File: src/rtl/core/kdar_pkg.sv
package kdar_pkg;

    localparam int unsigned PIN_W   = 7;
    localparam int unsigned KEY_W   = 3;
    localparam int unsigned DELAY_W = 16;
    localparam logic [DELAY_W-1:0] DELAY_RESET = 16'd400;
    localparam logic [DELAY_W-1:0] MILLIS_MAX  = 16'hFFFF;
    localparam logic [PIN_W-1:0]   PINS_IDLE   = 7'h7F;

    typedef enum logic [2:0] {
        OP_QUERY    = 3'd0,
        OP_SAMPLE1  = 3'd1,
        OP_SAMPLE2  = 3'd2,
        OP_MS_TICK  = 3'd3,
        OP_REP_TICK = 3'd4
    } t_opcode;

    typedef enum logic {
        REG_DELAY = 1'b0,
        REG_MASK  = 1'b1
    } t_cfg_reg;

    typedef struct packed {
        logic [DELAY_W-1:0] repeat_delay;
        logic [PIN_W-1:0]   repeat_mask;
    } t_cfg;

    function automatic logic key_is_down(
        input logic [PIN_W-1:0] keys,
        input logic [KEY_W-1:0] k,
        input logic [KEY_W:0]   lim
    );
        logic [7:0] ext;
        ext = {1'b1, keys};
        return ({1'b0, k} < lim) && !ext[k];
    endfunction

endpackage

File: src/rtl/core/key_debounce_auto_repeat_unit.sv
// channel | direction | handshake                 | payload
// input   | in        | i_in_valid / o_in_ready   | i_opcode, i_raw_pins, i_key_index
// result  | out       | o_out_valid / i_out_ready | o_pressed, o_debounced_keys
// config  | in        | i_cfg_valid / o_cfg_ready | i_cfg_index, i_cfg_data
//
// one beat in, one beat out; the result shows in the cycle after the input beat
// a new input beat is taken every cycle while the result register is empty or drained
// the result register holds under a stall and blocks input until taken
// synchronous active-low reset: key state released, delay 400, mask 0
// config is always ready and takes effect on the next beat
module key_debounce_auto_repeat_unit
    import kdar_pkg::*;
#(
    parameter int unsigned NUM_KEYS = 7
)(
    input  logic               i_clk,
    input  logic               i_rst_n,
    input  logic               i_in_valid,
    output logic               o_in_ready,
    input  logic [2:0]         i_opcode,
    input  logic [PIN_W-1:0]   i_raw_pins,
    input  logic [KEY_W-1:0]   i_key_index,
    output logic               o_out_valid,
    input  logic               i_out_ready,
    output logic               o_pressed,
    output logic [PIN_W-1:0]   o_debounced_keys,
    input  logic               i_cfg_valid,
    output logic               o_cfg_ready,
    input  logic               i_cfg_index,
    input  logic [DELAY_W-1:0] i_cfg_data
);

    t_cfg             cfg;
    logic             accept;
    logic             res_pressed;
    logic [PIN_W-1:0] res_keys;
    logic             r_out_valid;
    logic             r_pressed;
    logic [PIN_W-1:0] r_keys;

    assign o_in_ready = !r_out_valid || i_out_ready;
    assign accept     = i_in_valid && o_in_ready;

    kdar_cfg u_cfg (
        .i_clk       (i_clk),
        .i_rst_n     (i_rst_n),
        .i_cfg_valid (i_cfg_valid),
        .i_cfg_index (i_cfg_index),
        .i_cfg_data  (i_cfg_data),
        .o_cfg_ready (o_cfg_ready),
        .o_cfg       (cfg)
    );

    kdar_core #(
        .NUM_KEYS (NUM_KEYS)
    ) u_core (
        .i_clk       (i_clk),
        .i_rst_n     (i_rst_n),
        .i_accept    (accept),
        .i_opcode    (i_opcode),
        .i_raw_pins  (i_raw_pins),
        .i_key_index (i_key_index),
        .i_cfg       (cfg),
        .o_pressed   (res_pressed),
        .o_keys      (res_keys)
    );

    always_ff @(posedge i_clk) begin
        if (!i_rst_n) begin
            r_out_valid <= 1'b0;
        end else if (accept) begin
            r_out_valid <= 1'b1;
        end else if (i_out_ready) begin
            r_out_valid <= 1'b0;
        end
    end

    always_ff @(posedge i_clk) begin
        if (accept) begin
            r_pressed <= res_pressed;
            r_keys    <= res_keys;
        end
    end

    assign o_out_valid      = r_out_valid;
    assign o_pressed        = r_pressed;
    assign o_debounced_keys = r_keys;

endmodule

File: src/rtl/core/kdar_cfg.sv
module kdar_cfg
    import kdar_pkg::*;
(
    input  logic               i_clk,
    input  logic               i_rst_n,
    input  logic               i_cfg_valid,
    input  logic               i_cfg_index,
    input  logic [DELAY_W-1:0] i_cfg_data,
    output logic               o_cfg_ready,
    output t_cfg               o_cfg
);

    t_cfg r_cfg;

    assign o_cfg_ready = 1'b1;
    assign o_cfg       = r_cfg;

    always_ff @(posedge i_clk) begin
        if (!i_rst_n) begin
            r_cfg.repeat_delay <= DELAY_RESET;
            r_cfg.repeat_mask  <= '0;
        end else if (i_cfg_valid) begin
            unique case (t_cfg_reg'(i_cfg_index))
                REG_DELAY: r_cfg.repeat_delay <= i_cfg_data;
                REG_MASK:  r_cfg.repeat_mask  <= i_cfg_data[PIN_W-1:0];
                default:   r_cfg.repeat_delay <= r_cfg.repeat_delay;
            endcase
        end
    end

endmodule

File: src/rtl/core/kdar_core.sv
module kdar_core
    import kdar_pkg::*;
#(
    parameter int unsigned NUM_KEYS = 7
)(
    input  logic             i_clk,
    input  logic             i_rst_n,
    input  logic             i_accept,
    input  logic [2:0]       i_opcode,
    input  logic [PIN_W-1:0] i_raw_pins,
    input  logic [KEY_W-1:0] i_key_index,
    input  t_cfg             i_cfg,
    output logic             o_pressed,
    output logic [PIN_W-1:0] o_keys
);

    localparam logic [KEY_W:0] KEY_LIM = (KEY_W+1)'((NUM_KEYS < PIN_W) ? NUM_KEYS : PIN_W);

    logic [PIN_W-1:0]   r_stable, n_stable;
    logic [PIN_W-1:0]   r_first, n_first;
    logic               r_latched, n_latched;
    logic [KEY_W-1:0]   r_lkey, n_lkey;
    logic               r_armed, n_armed;
    logic [DELAY_W-1:0] r_millis, n_millis;
    logic               r_pending, n_pending;
    logic               pressed;
    logic               held;
    logic [7:0]         mask_ext;

    always_comb begin
        n_stable  = r_stable;
        n_first   = r_first;
        n_latched = r_latched;
        n_lkey    = r_lkey;
        n_armed   = r_armed;
        n_millis  = r_millis;
        n_pending = r_pending;
        pressed   = 1'b0;
        held      = 1'b0;
        mask_ext  = {1'b0, i_cfg.repeat_mask};
        unique case (t_opcode'(i_opcode))
            OP_QUERY: begin
                if (key_is_down(r_stable, i_key_index, KEY_LIM) && !r_latched) begin
                    n_latched = 1'b1;
                    n_lkey    = i_key_index;
                    pressed   = 1'b1;
                end
                held = key_is_down(r_stable, n_lkey, KEY_LIM);
                if (held && mask_ext[n_lkey] && (i_key_index == n_lkey)) begin
                    if (r_armed) begin
                        n_armed  = 1'b0;
                        n_millis = '0;
                    end
                    if ((n_millis >= i_cfg.repeat_delay) && r_pending) begin
                        n_pending = 1'b0;
                        pressed   = !pressed;
                    end
                end else if (!held) begin
                    n_latched = 1'b0;
                    n_armed   = 1'b1;
                end
            end
            OP_SAMPLE1: n_first = i_raw_pins;
            OP_SAMPLE2: begin
                if (i_raw_pins == r_first) begin
                    n_stable = i_raw_pins;
                end
            end
            OP_MS_TICK: begin
                if (r_millis != MILLIS_MAX) begin
                    n_millis = r_millis + 1'b1;
                end
            end
            OP_REP_TICK: n_pending = 1'b1;
            default: pressed = 1'b0;
        endcase
    end

    assign o_pressed = pressed;
    assign o_keys    = n_stable;

    always_ff @(posedge i_clk) begin
        if (!i_rst_n) begin
            r_stable  <= PINS_IDLE;
            r_first   <= PINS_IDLE;
            r_latched <= 1'b0;
            r_lkey    <= '0;
            r_armed   <= 1'b1;
            r_millis  <= '0;
            r_pending <= 1'b0;
        end else if (i_accept) begin
            r_stable  <= n_stable;
            r_first   <= n_first;
            r_latched <= n_latched;
            r_lkey    <= n_lkey;
            r_armed   <= n_armed;
            r_millis  <= n_millis;
            r_pending <= n_pending;
        end
    end

endmodule

File: config.mk
export PLATFORM = sky130hd
export DESIGN_NAME = key_debounce_auto_repeat_unit
export DESIGN_NICKNAME = d
export VERILOG_FILES = /design/src/rtl/core/kdar_pkg.sv /design/src/rtl/core/key_debounce_auto_repeat_unit.sv /design/src/rtl/core/kdar_cfg.sv /design/src/rtl/core/kdar_core.sv
export SDC_FILE = /design/constraint.sdc
export NUM_CORES = 1
export LEC_CHECK = 0
export ABC_AREA = 0
export BUFFER_PORTS_ARGS = -buffer_cell sky130_fd_sc_hd__buf_2
export CELL_PAD_IN_SITES_DETAIL_PLACEMENT = 1
export CELL_PAD_IN_SITES_GLOBAL_PLACEMENT = 2
export CORE_ASPECT_RATIO = 1.75
export CORE_MARGIN = 2
export CORE_UTILIZATION = 32
export CTS_CLUSTER_SIZE = 28
export DETAILED_ROUTE_END_ITERATION = 10
export PLACE_DENSITY_LB_ADDON = 0.25
export SYNTH_ARGS = -nofsm -noshare
export SYNTH_HDL_FRONTEND = slang
export SYNTH_SLANG_ARGS = --single-unit
File: constraint.sdc
create_clock -name i_clk -period 2.8 [get_ports i_clk]
set_input_delay 0.42 -clock i_clk [delete_from_list [all_inputs] [get_ports i_clk]]
set_output_delay 0.42 -clock i_clk [all_outputs]
set_load 0.02 [all_outputs]
# Word-level counts from Yosys, hierarchy flattened
# Cells that the tools add are included.
dict set report totals {
  regBits 68
  inputBits 35
  output_inout_bits 11
}
dict set report op_classes {
  add_sub_neg 1
  order_cmp 5
  eq_ne 11
  n_mux 30
  n_bitwise 1
  n_reduce_logical 24
}
# op n
set ops {}
lappend ops {{$mux 16} 5}
lappend ops {{$pmux 16 s2} 1}
lappend ops {{$add 16x1->16 const B} 1}
lappend ops {{$ge 16x16->1} 1}
lappend ops {{$mux 1} 16}
lappend ops {{$ne 16x16->1 const B} 1}
lappend ops {{$mux 7} 2}
lappend ops {{$bmux 1 s3} 3}
lappend ops {{$lt 3x4->1 const B} 2}
lappend ops {{$reduce_and 2->1} 4}
lappend ops {{$reduce_and 4->1} 2}
lappend ops {{$eq 7x7->1} 1}
lappend ops {{$logic_and 1x1->1} 7}
lappend ops {{$eq 3x2->1 const B} 2}
lappend ops {{$lt 3x3->1 const B} 2}
lappend ops {{$mux 3} 2}
lappend ops {{$ne 2x1->1 const B} 3}
lappend ops {{$reduce_bool 2->1} 3}
lappend ops {{$logic_not 1->1} 5}
lappend ops {{$eq 3x1->1 const B} 1}
lappend ops {{$eq 3x3->1} 1}
lappend ops {{$eq 3x3->1 const B} 1}
lappend ops {{$logic_not 3->1} 1}
lappend ops {{$reduce_and 3->1} 1}
lappend ops {{other kinds (4)} 4}

# Logic depth before layout (Yosys ltp)
# Gate-level depths: netlist of run 1.
dict set report logic_depth {
  depth_word 20
  depth_mapped 12
}

# By module
# From an unflattened synthesis of run 1, not the netlist that was laid out.
dict set report hier_totals {
  cells_unflattened 450
  hier_area_um2 3962.6
}
# module n_inst cells_each area_each_um2 seq_area_each_um2
set modules_own_cells {}
lappend modules_own_cells {kdar_core 1 340 2731.4 720.7}
lappend modules_own_cells {kdar_cfg 1 97 933.4 460.4}
lappend modules_own_cells {key_debounce_auto_repeat_unit 1 13 297.8 260.2}

# Least setup slack after synthesis of run 1
# OpenSTA, ideal clock, no wires.
dict set report synth_path {
  kind {in2reg}
  from {input i_key_index[2]}
  to {register u_core.r_millis[5]}
  setup_time_ps 131
  t_arrival_ps 2581
  required_ps 2669
  path_slack_ps 88
  cell_stages 12
  path_cell_list {buf_6 > mux2_4 > a21o_1 > o32a_1 > buf_6 > mux2i_1 > a211oi_1 > o221ai_1 > nand2b_4 > a21oi_4 > buf_12 > a31oi_4}
}
dict set report synth_via {
  elab_chain_cells 15
  word_cells_on_any_way 20
  cone_classes {2 x order compare; 2 x eq/ne; 8 x mux; 8 x reduce/logical}
}
# element line
set synth_rtl {}
lappend synth_rtl {{from (decl)} key_debounce_auto_repeat_unit.sv:22} ;# input logic [KEY_W-1:0] i_key_index,
lappend synth_rtl {{$bmux 1 s3} kdar_pkg.sv:35} ;# return ({1'b0, k} < lim) && !ext[k];
lappend synth_rtl {{$mux 1 (not written as such)} kdar_pkg.sv:35}
lappend synth_rtl {{$logic_not 1->1} kdar_pkg.sv:35}
lappend synth_rtl {{$logic_and 1x1->1} kdar_pkg.sv:35}
lappend synth_rtl {{$logic_and 1x1->1} kdar_core.sv:43} ;# if (key_is_down(r_stable, i_key_index, KEY_LIM) && !r_latched) begin
lappend synth_rtl {{$mux 3} kdar_core.sv:43}
lappend synth_rtl {{$mux 3} kdar_core.sv:41} ;# unique case (t_opcode'(i_opcode))
lappend synth_rtl {{$bmux 1 s3} kdar_pkg.sv:35}
lappend synth_rtl {{$mux 1 (not written as such)} kdar_pkg.sv:35}
lappend synth_rtl {{$logic_not 1->1} kdar_pkg.sv:35}
lappend synth_rtl {{$logic_and 1x1->1} kdar_pkg.sv:35}
lappend synth_rtl {{$logic_and 1x1->1} kdar_core.sv:49} ;# if (held && mask_ext[n_lkey] && (i_key_index == n_lkey)) begin
lappend synth_rtl {{$logic_and 1x1->1 (*)} kdar_core.sv:49}
lappend synth_rtl {{$ne 2x1->1 (no source line) (*)} --}
lappend synth_rtl {{$reduce_and 4->1 (no source line) (*)} --}
lappend synth_rtl {{to (signal assigned)} kdar_core.sv:97} ;# r_millis <= n_millis;
lappend synth_rtl {{to (decl)} kdar_core.sv:24} ;# logic [DELAY_W-1:0] r_millis, n_millis;
# Every way passes the cells marked *; elsewhere a longest branch is shown, timed or not. The select of a mux whose other input is x is not followed.
# A chain may end at the register's enable or synchronous reset.

# Worst setup path in the final report of run 1
dict set report layout_path {
  from {register u_core.r_stable[2]}
  to {register r_pressed (netlist: o_pressed) (data pin)}
}
dict set report layout_via {
  elab_chain_cells 14
  word_cells_on_any_way 22
  cone_classes {1 x order compare; 1 x eq/ne; 12 x mux; 8 x reduce/logical}
}
# element line
set layout_rtl {}
lappend layout_rtl {{from (decl)} kdar_core.sv:19} ;# logic [PIN_W-1:0] r_stable, n_stable;
lappend layout_rtl {{from (signal assigned)} kdar_core.sv:92} ;# r_stable <= n_stable;
lappend layout_rtl {{$bmux 1 s3} kdar_pkg.sv:35}
lappend layout_rtl {{$mux 1 (not written as such)} kdar_pkg.sv:35}
lappend layout_rtl {{$logic_not 1->1} kdar_pkg.sv:35}
lappend layout_rtl {{$logic_and 1x1->1} kdar_pkg.sv:35}
lappend layout_rtl {{$logic_and 1x1->1} kdar_core.sv:43}
lappend layout_rtl {{$mux 3} kdar_core.sv:43}
lappend layout_rtl {{$mux 3} kdar_core.sv:41}
lappend layout_rtl {{$bmux 1 s3} kdar_pkg.sv:35}
lappend layout_rtl {{$mux 1 (not written as such)} kdar_pkg.sv:35}
lappend layout_rtl {{$logic_not 1->1} kdar_pkg.sv:35}
lappend layout_rtl {{$logic_and 1x1->1} kdar_pkg.sv:35}
lappend layout_rtl {{$logic_and 1x1->1 (2 in series)} kdar_core.sv:49}
lappend layout_rtl {{$mux 1 (*)} kdar_core.sv:49}
lappend layout_rtl {{to (signal assigned)} key_debounce_auto_repeat_unit.sv:80} ;# r_pressed <= res_pressed;
lappend layout_rtl {{to (decl)} key_debounce_auto_repeat_unit.sv:38} ;# logic r_pressed;
# Marks and branches as above.

==> results of run 1 <==
## through the flow
| stage | std cells | setup WS [ns] | hold WS [ns] | area, sq um |
|---|---|---|---|---|
| final | 706 | 0.183 | 0.314 | 4960 |
| after global routing | 706 | 0.0306 | 0.316 | 4960 |
| after CTS | 706 | 0.00584 | 0.314 | 4950 |
| after detailed placement | 690 | -0.152 | 0.450 | 4670 |
| after global placement | 690 | -0.0700 | 0.448 | 4670 |
| after floorplan | 463 | 0.0879 | 0.433 | 4050 |
## per-layer routing
| layer | GRT usage [%] | up-vias | part of all wire, % |
|---|---|---|---|
| li1 | - | 1761 | - |
| met1 | 17.1 | 1717 | 35 |
| met2 | 36.1 | 51 | 60 |
| met3 | 3.09 | 18 | 2.2 |
| met4 | 6.04 | 0 | 2.3 |
| met5 | 0 | - | 0 |
## cell usage in the layout, fill, tap and decap left out, drive strengths merged, types with 4 or more instances in the layout
| master | instances |
|---|---|
| edfxtp | 8 |
| a21o | 8 |
| nand2 | 82 |
| a211oi | 6 |
| nand2b | 10 |
| nor2 | 23 |
| clkbuf | 10 |
| clkinv | 6 |
| buf | 82 |
| mux2 | 10 |
| inv | 24 |
| o21ai | 19 |
| xor2 | 4 |
| nand3 | 22 |
| xnor2 | 6 |
| nor2b | 19 |
| mux2i | 18 |
| nor3 | 7 |
| a21oi | 29 |
| ha | 17 |
| nand4 | 8 |
| o211ai | 4 |
| a31oi | 12 |
| dfxtp | 60 |
## cells by family (layout without fill, tap and decap cells)
family / after synthesis / count (layout) / synth area share, %
AOI/OAI and AO/OA: 95 / 95 / 19.7
xor gates and xnor gates: 10 / 10 / 2.16
adders and majority gates: 17 / 17 / 5.26
buffers and inverters: 48 / 123 / 5.35
DFF: 68 / 68 / 35.6
muxes: 28 / 28 / 7.64
other: 1 / 1 / 0.0927
and+or+nand+nor: 196 / 196 / 24.2
## state kept, by name, summed over array words and instances, names as in the netlist
name / flops
o_out_valid: 1
o_pressed: 1
u_cfg.o_cfg: 23
u_core.r_millis: 16
u_core.r_pending: 1
u_core.r_latched: 1
u_core.r_armed: 1
o_debounced_keys: 7
u_core.r_stable: 7
u_core.r_first: 7
u_core.r_lkey: 3
## critical path: stages (launching register included)
cell	delay, ns
dfxtp_1	0.35
mux2_4	0.30
a21o_1	0.16
o32a_2	0.43
buf_4	0.17
mux2i_1	0.17
mux2i_1	0.11
a2bb2oi_2	0.20
nand2b_4	0.12
nor3b_2	0.21
mux2i_1	0.23
## final cells by class
cell class	instances	share of cell area (%)
clock buffers	10	4.81
clock inverters	6	0.806
well taps	168	4.23
repair buffers	82	10.7
inverters	25	1.89
multi-input cells	347	48.5
flip-flops and latches	68	29.1
## worst min path at each step
stage	startpoint	end	slack (ns)	cells past startpoint
after floorplan	u_cfg.o_cfg[6]$_SDFFE_PN0P_	u_cfg.o_cfg[6]$_SDFFE_PN0P_	0.43	2
after global placement	u_cfg.o_cfg[20]$_SDFFE_PN0P_	u_cfg.o_cfg[20]$_SDFFE_PN0P_	0.45	2
after detailed placement	u_cfg.o_cfg[2]$_SDFFE_PN0P_	u_cfg.o_cfg[2]$_SDFFE_PN0P_	0.45	2
after CTS	i_cfg_data[7]	u_cfg.o_cfg[14]$_SDFFE_PN1P_	0.31	3
after global routing	i_cfg_data[7]	u_cfg.o_cfg[14]$_SDFFE_PN1P_	0.32	3
final	i_cfg_data[7]	u_cfg.o_cfg[14]$_SDFFE_PN1P_	0.31	3
## what timing repair did
item,in CTS,in global routing
endpoints found under the setup margin,0,18
gates resized for setup,0,4
hold endpoints to repair,0,0
## power breakdown
part / leakage [nW] / total (mW) / switching, mW / internal [mW]
Combinational: 1.19 / 0.341 / 0.192 / 0.149
Clock: 0.138 / 1.06 / 0.438 / 0.621
Sequential: 0.559 / 1.04 / 0.0206 / 1.02
Total: 1.89 / 2.44 / 0.651 / 1.79
==> run_results.csv, run 1 <==
group,metric,value,unit
run_status,status,"complete, no violations",
critical_path,path_class,"reg -> reg",
route,ant_nets,0,
synthesis,yosysMostFrequentCell,"nand2_1",
synthesis,synthTopCellsByArea,"dfxtp_1 30%, nand2_1 7.6%, edfxtp_1 5.9%",
clock_tree,cts_buffers,9,
synthesis,synth_cell_types,69,
global_route,overflow,0,
clock_tree,cts_root_buf,"clkbuf_16",
sta,timing.final.crit_share,93.5,%
final_layout,final_core_util,39.9,%
floorplan,core.rowCount,54,
final_layout,layout.area.seq,1440,sq um
route,vias,3547,
route,drcViolationCount,0,
global_route,grt_pass1_wl,18.8,mm
global_route,grt_max_degree,26,
critical_path,cp_max_fo,6,
place,place_congestion,0.820,
critical_path,worstSetupStartpointType,"register",
sta,min_period,2.62,ns
place,port_buffers,44,
route,viasPerCell,5.02,
sta,hold_viol_final,0,
final_layout,nNetsFinal,585,
run,maxCapViolCount,0,
critical_path,cp.required,2.97,ns
critical_path,reg2regPathDepth,10,
clock_tree,hold_buffers,0,
route,drt_pre_antenna_iters,4,
synthesis,synth_area,4050,sq um
critical_path,r2r_end,"o_pressed$_SDFFCE_PN0P_",
floorplan,core,12400,sq um
synthesis,yosys-top-cells-count,"82 x nand2_1, 60 x dfxtp_1, 27 x a21oi_1",
power_and_ir_drop,powerDensity,492,nW/um^2
clock_tree,post_cts_buffers,0,
floorplan,die_w,89.0,um
synthesis,synth_area_leader_cell,"dfxtp_1",
global_route,antenna_found_initial,0,
global_route,grt_pass1_vias,3821,
critical_path,endpoint,"o_pressed$_SDFFCE_PN0P_",
critical_path,crit_path_end_kind,"register",
route,drt_iter0_drc,63,
synthesis,ys_ff_latch,68,
critical_path,worstSetupStartpoint,"u_core.r_stable[2]$_SDFFE_PN1P_",
synthesis,synth_area_per_cell,8.74,sq um
sta,fmax,382,MHz
global_route,grt_usage,17.9,%
sta,rsz0062_at_grt,"no",
power_and_ir_drop,power,2.44,mW
clock_tree,cts_buffer_depth,2,
route,drt_wl_total,11.4,mm
synthesis,yosys.area.top_type_share,29.7,%
floorplan,io_pins,46,
synthesis,synth_nets,515,
critical_path,regToRegStartpoint,"u_core.r_stable[2]$_SDFFE_PN1P_",
route,routedWlPerCell,16.2,um
sta,final_max_slew_viol_count,0,
final_layout,syn2layout_area_growth,22.7,%
synthesis,yosysWarnings,0,
floorplan,dieArea,13600,sq um
clock_tree,clk_pin_slew,0.06,ns
final_layout,layout-drive-gt1-share,26.0,%
sta,finalSetupViolations,0,
synthesis,synth-edff-count,8,
sta,tightestPinTransition,0.509,ns
worst_hold_path,hold_class,"in -> reg",
clock_tree,cts_tree,"done",
power_and_ir_drop,power_leakage,1.89,nW
synthesis,seq_area_frac_synth,35.6,%
floorplan,die_height,153,um
synthesis,synthArstFlopShare,0,%
synthesis,syn_inst,463,
final_layout,fill_cells,1532,
final_layout,antenna_cells,0,
clock_tree,cts.sinks,68,
final_layout,multi_input_area,2410,sq um
place,hpwl,9.05,mm
critical_path,r2r_slack,0.18,ns
critical_path,crit_arrival,2.78,ns
clock_tree,insertion_delay,0.33,ns
sta,fin_setup_tns,0,ns
sta,relSlewSlack,66.1,%
clock_tree,cts_max_level,3,
floorplan,initial_utilization,32.5,%
synthesis,synth_flop_cell,"dfxtp_1",
sta,worst_clock_skew,0.00752,ns
power_and_ir_drop,vdd_drop_max,0.290,mV
Note: power is estimated with default switching activity, not from simulation.
==> inputs of run 2 (changes only) <==
--- a/config.mk
+++ b/config.mk
@@ -8,13 +8,14 @@
 export ABC_AREA = 0
 export BUFFER_PORTS_ARGS = -buffer_cell sky130_fd_sc_hd__buf_2
 export CELL_PAD_IN_SITES_DETAIL_PLACEMENT = 1
-export CELL_PAD_IN_SITES_GLOBAL_PLACEMENT = 2
+export CELL_PAD_IN_SITES_GLOBAL_PLACEMENT = 1
 export CORE_ASPECT_RATIO = 1.75
 export CORE_MARGIN = 2
-export CORE_UTILIZATION = 32
+export CORE_UTILIZATION = 40
 export CTS_CLUSTER_SIZE = 28
 export DETAILED_ROUTE_END_ITERATION = 10
 export PLACE_DENSITY_LB_ADDON = 0.25
 export SYNTH_ARGS = -nofsm -noshare
 export SYNTH_HDL_FRONTEND = slang
+export SYNTH_HIERARCHICAL = 1
 export SYNTH_SLANG_ARGS = --single-unit
==> run_results.csv, run 2 <==
group,metric,value,unit
sta,rsz0062_at_grt,"yes",
power_and_ir_drop,pwr-share-comb,11.5,%
global_route,antenna_found_initial,0,
sta,final_max_slew_viol_count,0,
synthesis,synth-edff-count,8,
run_status,violations,"setup timing",
synthesis,synth_flop_cell,"dfxtp_1",
synthesis,seq_area_frac_synth,36.4,%
critical_path,cpPeakStageDelay,0.41,ns
critical_path,slowest_stage,"or3_4",
sta,tightestPinTransition,0.648,ns
worst_hold_path,hold_class,"in -> reg",
sta,relSlewSlack,56.7,%
clock_tree,cts_buffers,9,
synthesis,syn_inst,450,
route,drt_iter0_drc,109,
place,dp_slack,-0.857,ns
route,drt_wl_total,11.7,mm
critical_path,worstPathCellList,"mux2_2 > a21oi_4 > buf_4 > nand3_1 > buf_4 > a22oi_2 > o211ai_1 > a222oi_1 > buf_4 > nand3_2 > or3_4 > a2111oi_4",
synthesis,synth_area,3960,sq um
synthesis,synthMuxAreaShare,11.1,%
power_and_ir_drop,power_frac_clock,48.1,%
final_layout,final_cell_mix,"70 x nand2_1, 59 x dfxtp_1, 44 x buf_2",
synthesis,synth_simple_gate_area_share,24.1,%
clock_tree,cts_root_buf,"clkbuf_16",
route,ant_nets,0,
final_layout,syn2layout_area_growth,27.4,%
clock_tree,clk_pin_slew,0.06,ns
synthesis,synthAdderAreaFrac,5.37,%
synthesis,ys_ff_latch,68,
clock_tree,cts.sinks,68,
synthesis,yosys.area_share.xor_xnor,2.21,%
synthesis,synth_nets,502,
final_layout,layout_commonest_cell,"nand2_1",
floorplan,core.rowCount,48,
clock_tree,insertion_delay,0.33,ns
final_layout,layout-drive-gt1-share,28.0,%
clock_tree,cts_max_level,3,
power_and_ir_drop,pwr-share-seq,40.4,%
floorplan,initial_utilization,40.7,%
critical_path,worstSetupStartpointType,"register",
sta,whs,0.336,ns
place,hpwl,8.37,mm
global_route,grt_pass1_wl,17.9,mm
place,place_congestion,0.883,
critical_path,crit_top_cell,"buf_4",
power_and_ir_drop,netSwitchingFraction,23.8,%
synthesis,synth_area_per_cell,8.81,sq um
route,drcViolationCount,0,
synthesis,synth_cell_types,68,
floorplan,die_w,79.2,um
final_layout,largest_register_ffs,23,
sta,finalSetupViolations,17,
route,drt_pre_antenna_iters,4,
critical_path,crit_arrival,3.43,ns
synthesis,synth_area_leader_cell,"dfxtp_1",
sta,worst_clock_skew,0.00788,ns
floorplan,core,9730,sq um
global_route,grt_max_degree,56,
power_and_ir_drop,vdd_drop_max,0.367,mV
power_and_ir_drop,p_sw,605,uW
floorplan,io_pins,46,
critical_path,cp_max_fo,4,
critical_path,crit_path_end_kind,"register",
route,viasPerCell,5.53,
clock_tree,cts_buffer_depth,2,
final_layout,antenna_cells,0,
route,routedWlPerCell,17.8,um
final_layout,nNetsFinal,579,
critical_path,r2r_slack,-0.49,ns
run_status,status,"finished, violations left",
synthesis,yosysWarnings,6,
synthesis,synth-compound-area-share,14.7,%
place,port_buffers,44,
synthesis,yosysMostFrequentCell,"nand2_1",
power_and_ir_drop,p_int,1.93,mW
sta,fmax,304,MHz
floorplan,die_height,136,um
sta,timing.final.crit_share,117,%
global_route,grt_usage,21.5,%
sta,worst_slack,-0.489,ns
sta,min_period,3.29,ns
power_and_ir_drop,powerDensity,503,nW/um^2
synthesis,yosys.area.top_type_share,30.3,%
critical_path,path_class,"reg -> reg",
power_and_ir_drop,power_leakage,2.05,nW
synthesis,yosys-top-cells-count,"70 x nand2_1, 60 x dfxtp_1, 30 x mux2i_1",
global_route,overflow,0,
route,vias,3630,
sta,hold_viol_final,0,
run,maxCapViolCount,0,
synthesis,synthArstFlopShare,0,%
synthesis,synthTopCellsByArea,"dfxtp_1 30%, mux2i_1 7.6%, nand2_1 6.6%",
floorplan,dieArea,10800,sq um
critical_path,cp.required,2.94,ns
clock_tree,cts_tree,"done",
global_route,grt_pass1_vias,3842,
synthesis,synth_top_family_by_area,"simple AND/OR/NAND/NOR gates",
run 2: changes by cell type after synthesis, moves of 5 or more:
cell and change:
nor3_1 -5, o211ai_1 +7, nand2_1 -12, mux2i_1 +13
a21oi_1 -17, nand3_1 -5, a31oi_4 -10
run 2: cell type report:
class                   count  area [sq um]
well taps                 125           156
repair buffers             91           588
clock buffers              13           282
inverters                  25          93.8
fillers                  1157          4680
multi-input cells         332          2440
flip-flops and latches     68          1440
clock inverters             3          41.3
run 2: path summary, 6_finish.rpt:
check	cells after the start	start	endpoint
worst min-delay path	3	i_cfg_data[9]	u_cfg/o_cfg[16]$_SDFFE_PN0P_
worst max-delay path	12	u_core/r_stable[2]$_SDFFE_PN1P_	o_pressed$_DFFE_PP_
worst min register to register	2	u_cfg/o_cfg[19]$_SDFFE_PN0P_	u_cfg/o_cfg[19]$_SDFFE_PN0P_
worst max register to register	12	u_core/r_stable[2]$_SDFFE_PN1P_	o_pressed$_DFFE_PP_
run 2: routing by layer:
metal  part of all wire [%]  global-route usage [%]
met5                      0                       0
met2                     57                    41.0
met1                     37                    21.1
met4                    4.3                    12.5
met3                    2.3                    3.47
run 2: critical path, delay by kind of cell (launching register included):
kind	cells	cell delay (ns)
compound gates	5	1.20
buf+inv	3	0.56
flops	1	0.36
mux	1	0.33
simple gates	3	0.64
run 2: per-stage QoR:
step | std cells | cell area, sq um | util, % | total power [mW] | setup TNS, ns
6_report | 657 | 5050 | 51.9 | 2.54 | -4.98
5_1_grt | 657 | 5050 | 51.9 | 2.63 | -7.72
4_1_cts | 653 | 4930 | 50.7 | 2.54 | -5.84
3_5_place_dp | 636 | 4570 | 46.9 | 1.32 | -13.17
3_3_place_gp | 636 | 4570 | 46.9 | 1.31 | -11.90
2_1_floorplan | 450 | 4040 | - | 1.22 | -8.99
run 2: cells by family (layout without fill, tap and decap cells):
| logic type | Yosys count | after routing |
|---|---|---|
| AO/OA/AOI/OAI | 81 | 82 |
| adder cells (fa/ha/maj) | 17 | 17 |
| buffers and inverters | 51 | 132 |
| XOR/XNOR | 10 | 10 |
| AND/OR/NAND/NOR | 181 | 181 |
| flip-flops | 68 | 68 |
| other | 1 | 1 |
| multiplexers | 41 | 41 |
run 2: power by group through the flow:
stage	Combinational [mW]	Clock, mW	Sequential, mW
after global routing	0.320	1.28	1.03
after detailed placement	0.270	0	1.05
after floorplan	0.174	0	1.05
final	0.292	1.22	1.03
after global placement	0.261	0	1.05
after CTS	0.279	1.24	1.03
run 2: repair_timing:
action,4_1_cts,5_1_grt
resized for setup,7,19
cloned,0,1
buffers inserted,1,4
pin swaps,3,13
hold buffers,0,0
setup endpoints to repair,19,19
==> inputs of run 3 (changes only) <==
--- a/config.mk
+++ b/config.mk
@@ -5,16 +5,17 @@
 export SDC_FILE = /design/constraint.sdc
 export NUM_CORES = 1
 export LEC_CHECK = 0
-export ABC_AREA = 0
+export ABC_AREA = 1
 export BUFFER_PORTS_ARGS = -buffer_cell sky130_fd_sc_hd__buf_2
 export CELL_PAD_IN_SITES_DETAIL_PLACEMENT = 1
 export CELL_PAD_IN_SITES_GLOBAL_PLACEMENT = 1
 export CORE_ASPECT_RATIO = 1.75
 export CORE_MARGIN = 2
-export CORE_UTILIZATION = 40
+export CORE_UTILIZATION = 38
 export CTS_CLUSTER_SIZE = 28
 export DETAILED_ROUTE_END_ITERATION = 10
 export PLACE_DENSITY_LB_ADDON = 0.25
+export RECOVER_POWER = 100
 export SYNTH_ARGS = -nofsm -noshare
 export SYNTH_HDL_FRONTEND = slang
 export SYNTH_HIERARCHICAL = 1
==> run_results.csv, run 3 <==
group,metric,value,unit
run_status,status,"finished, violations left",
run_status,violations,"capacitance limit, slew limit",
synthesis,synth_area_per_cell,6.81,sq um
critical_path,crit_arrival,2.77,ns
route,drt_iter0_drc,167,
clock_tree,cts_buffers,9,
clock_tree,cts_buffer_depth,2,
route,drcViolationCount,0,
route,viasPerCell,5.16,
sta,worst_clock_skew,0.00629,ns
synthesis,synth_nets,660,
synthesis,syn_inst,608,
clock_tree,cts_root_buf,"clkbuf_16",
global_route,grt_usage,21.3,%
synthesis,yosys.area.top_type_share,29.0,%
sta,timing.final.crit_share,90.6,%
power_and_ir_drop,vdd_drop_max,0.302,mV
sta,finalSetupViolations,0,
final_layout,final_core_util,44.1,%
route,routedWlPerCell,15.3,um
synthesis,synthTopCellsByArea,"dfxtp_1 29%, nand2_1 11%, nor2_1 7.6%",
floorplan,core,10600,sq um
route,vias,4035,
route,ant_nets,0,
final_layout,layout_commonest_cell,"nand2_1",
floorplan,io_pins,46,
route,drt_wl_total,11.9,mm
floorplan,die_height,142,um
final_layout,nNetsFinal,700,
run,maxCapViolCount,1,
final_layout,antenna_cells,0,
clock_tree,clk_pin_slew,0.05,ns
floorplan,die_w,82.9,um
clock_tree,hold_buffers,0,
global_route,grt_pass1_vias,4346,
sta,final_max_slew_viol_count,42,
place,place_congestion,0.882,
route,drt_pre_antenna_iters,4,
sta,min_period,2.54,ns
clock_tree,cts.sinks,68,
synthesis,synth_area_leader_cell,"dfxtp_1",
critical_path,path_class,"reg -> reg",
final_layout,largest_register_ffs,23,
synthesis,ys_ff_latch,68,
global_route,overflow,0,
sta,rsz0062_at_grt,"no",
global_route,antenna_found_initial,0,
floorplan,dieArea,11800,sq um
synthesis,synth-edff-count,8,
critical_path,cp_max_fo,30,
floorplan,initial_utilization,38.9,%
sta,tightestPinTransition,1.78,ns
clock_tree,cts_max_level,3,
power_and_ir_drop,powerDensity,547,nW/um^2
floorplan,core.rowCount,50,
worst_hold_path,hold_class,"in -> reg",
synthesis,synth_cell_types,42,
global_route,grt_max_degree,42,
power_and_ir_drop,power_leakage,2.14,nW
critical_path,crit_path_end_kind,"register",
sta,fmax,394,MHz
global_route,grt_pass1_wl,20.0,mm
synthesis,yosysWarnings,6,
clock_tree,insertion_delay,0.34,ns
sta,fin_setup_tns,0,ns
sta,hold_viol_final,0,
synthesis,synthArstFlopShare,0,%
clock_tree,cts_resized,0,
clock_tree,cts_tree,"done",
synthesis,synth_area,4140,sq um
final_layout,final_cell_mix,"121 x nand2_1, 84 x nor2_1, 83 x inv_1",
power_and_ir_drop,power,2.56,mW
final_layout,syn2layout_area_growth,13.2,%
synthesis,yosysMostFrequentCell,"nand2_1",
synthesis,synth_flop_cell,"dfxtp_1",
critical_path,cp.required,3.03,ns
critical_path,worstSetupStartpointType,"register",
synthesis,yosys-top-cells-count,"121 x nand2_1, 84 x nor2_1, 83 x inv_1",
sta,relSlewSlack,-18.3,%
synthesis,seq_area_frac_synth,34.8,%
clock_tree,post_cts_buffers,0,
place,port_buffers,44,
place,hpwl,9.27,mm
final_layout,layout-drive-gt1-share,15.0,%
run 3: cell count changes after synthesis, sizes merged, moves of 16 or more:
cell,before,now
mux2i,30,1
nand2,70,127
nand3,17,67
o21ai,17,33
nor2,19,108
nor2b,20,0
a21oi,10,33
inv,25,89
run 3: final timing paths:
kind / startpoint / endpoint / slack (ns) / cells past startpoint
max: o_out_valid$_SDFFE_PN0P_ / u_core/r_millis[10]$_SDFFE_PN0P_ / 0.26 / 7
min: i_cfg_data[8] / u_cfg/o_cfg[15]$_SDFFE_PN1P_ / 0.34 / 3
max reg2reg: o_out_valid$_SDFFE_PN0P_ / u_core/r_millis[10]$_SDFFE_PN0P_ / 0.26 / 7
min reg2reg: u_core/r_pending$_SDFFE_PN0P_ / u_core/r_pending$_SDFFE_PN0P_ / 0.47 / 2
run 3: kinds of logic after synthesis:
group                      synth area share (%)
adders and majority gates                  5.14
other                                    0.0906
muxes                                     0.242
AOI/OAI and AO/OA                          11.1
DFF                                        34.8
and+or+nand+nor                            35.3
xor gates and xnor gates                   1.27
buffers and inverters                      12.0
run 3: per-layer routing:
| layer | track usage (%) | up-vias | part of all wire, % |
|---|---|---|---|
| met5 | 0 | - | 0 |
| met4 | 7.85 | 0 | 2.2 |
| met3 | 3.25 | 19 | 2.1 |
| met2 | 46.3 | 49 | 61 |
| met1 | 18.7 | 1944 | 35 |
| li1 | - | 2023 | - |
run 3: worst max-delay path: stages, from the launching register on:
cell	delay, ns
dfxtp_1	0.34
a21oi_2	0.23
clkbuf_1	0.83
nand3_1	0.36
nand2_4	0.43
nand2_1	0.10
nand2_1	0.09
nor2_2	0.04
run 3: where the power goes:
| group | total, mW | leakage (nW) | switching (mW) | internal [mW] |
|---|---|---|---|---|
| Combinational | 0.385 | 1.43 | 0.256 | 0.128 |
| Sequential | 1.08 | 0.561 | 0.0354 | 1.04 |
| Clock | 1.10 | 0.144 | 0.408 | 0.696 |
| Total | 2.56 | 2.14 | 0.700 | 1.86 |
run 3: cell type report:
cell class,instances,area [sq um]
sequential,68,1440
timing repair buffer,52,256
clock buffer,14,285
fill,1450,5950
inverter,89,334
clock inverter,1,5.00
multi-input combinational,428,2200
tap,130,163
run 3: per-stage QoR:
step	hold WS [ns]	setup slack, ns	area, sq um	std cells
after global placement	0.457	0.306	4420	767
after global routing	0.348	0.103	4690	782
after floorplan	0.429	0.341	4140	608
after CTS	0.331	0.337	4710	782
after detailed placement	0.473	0.119	4420	767
final	0.335	0.263	4690	782
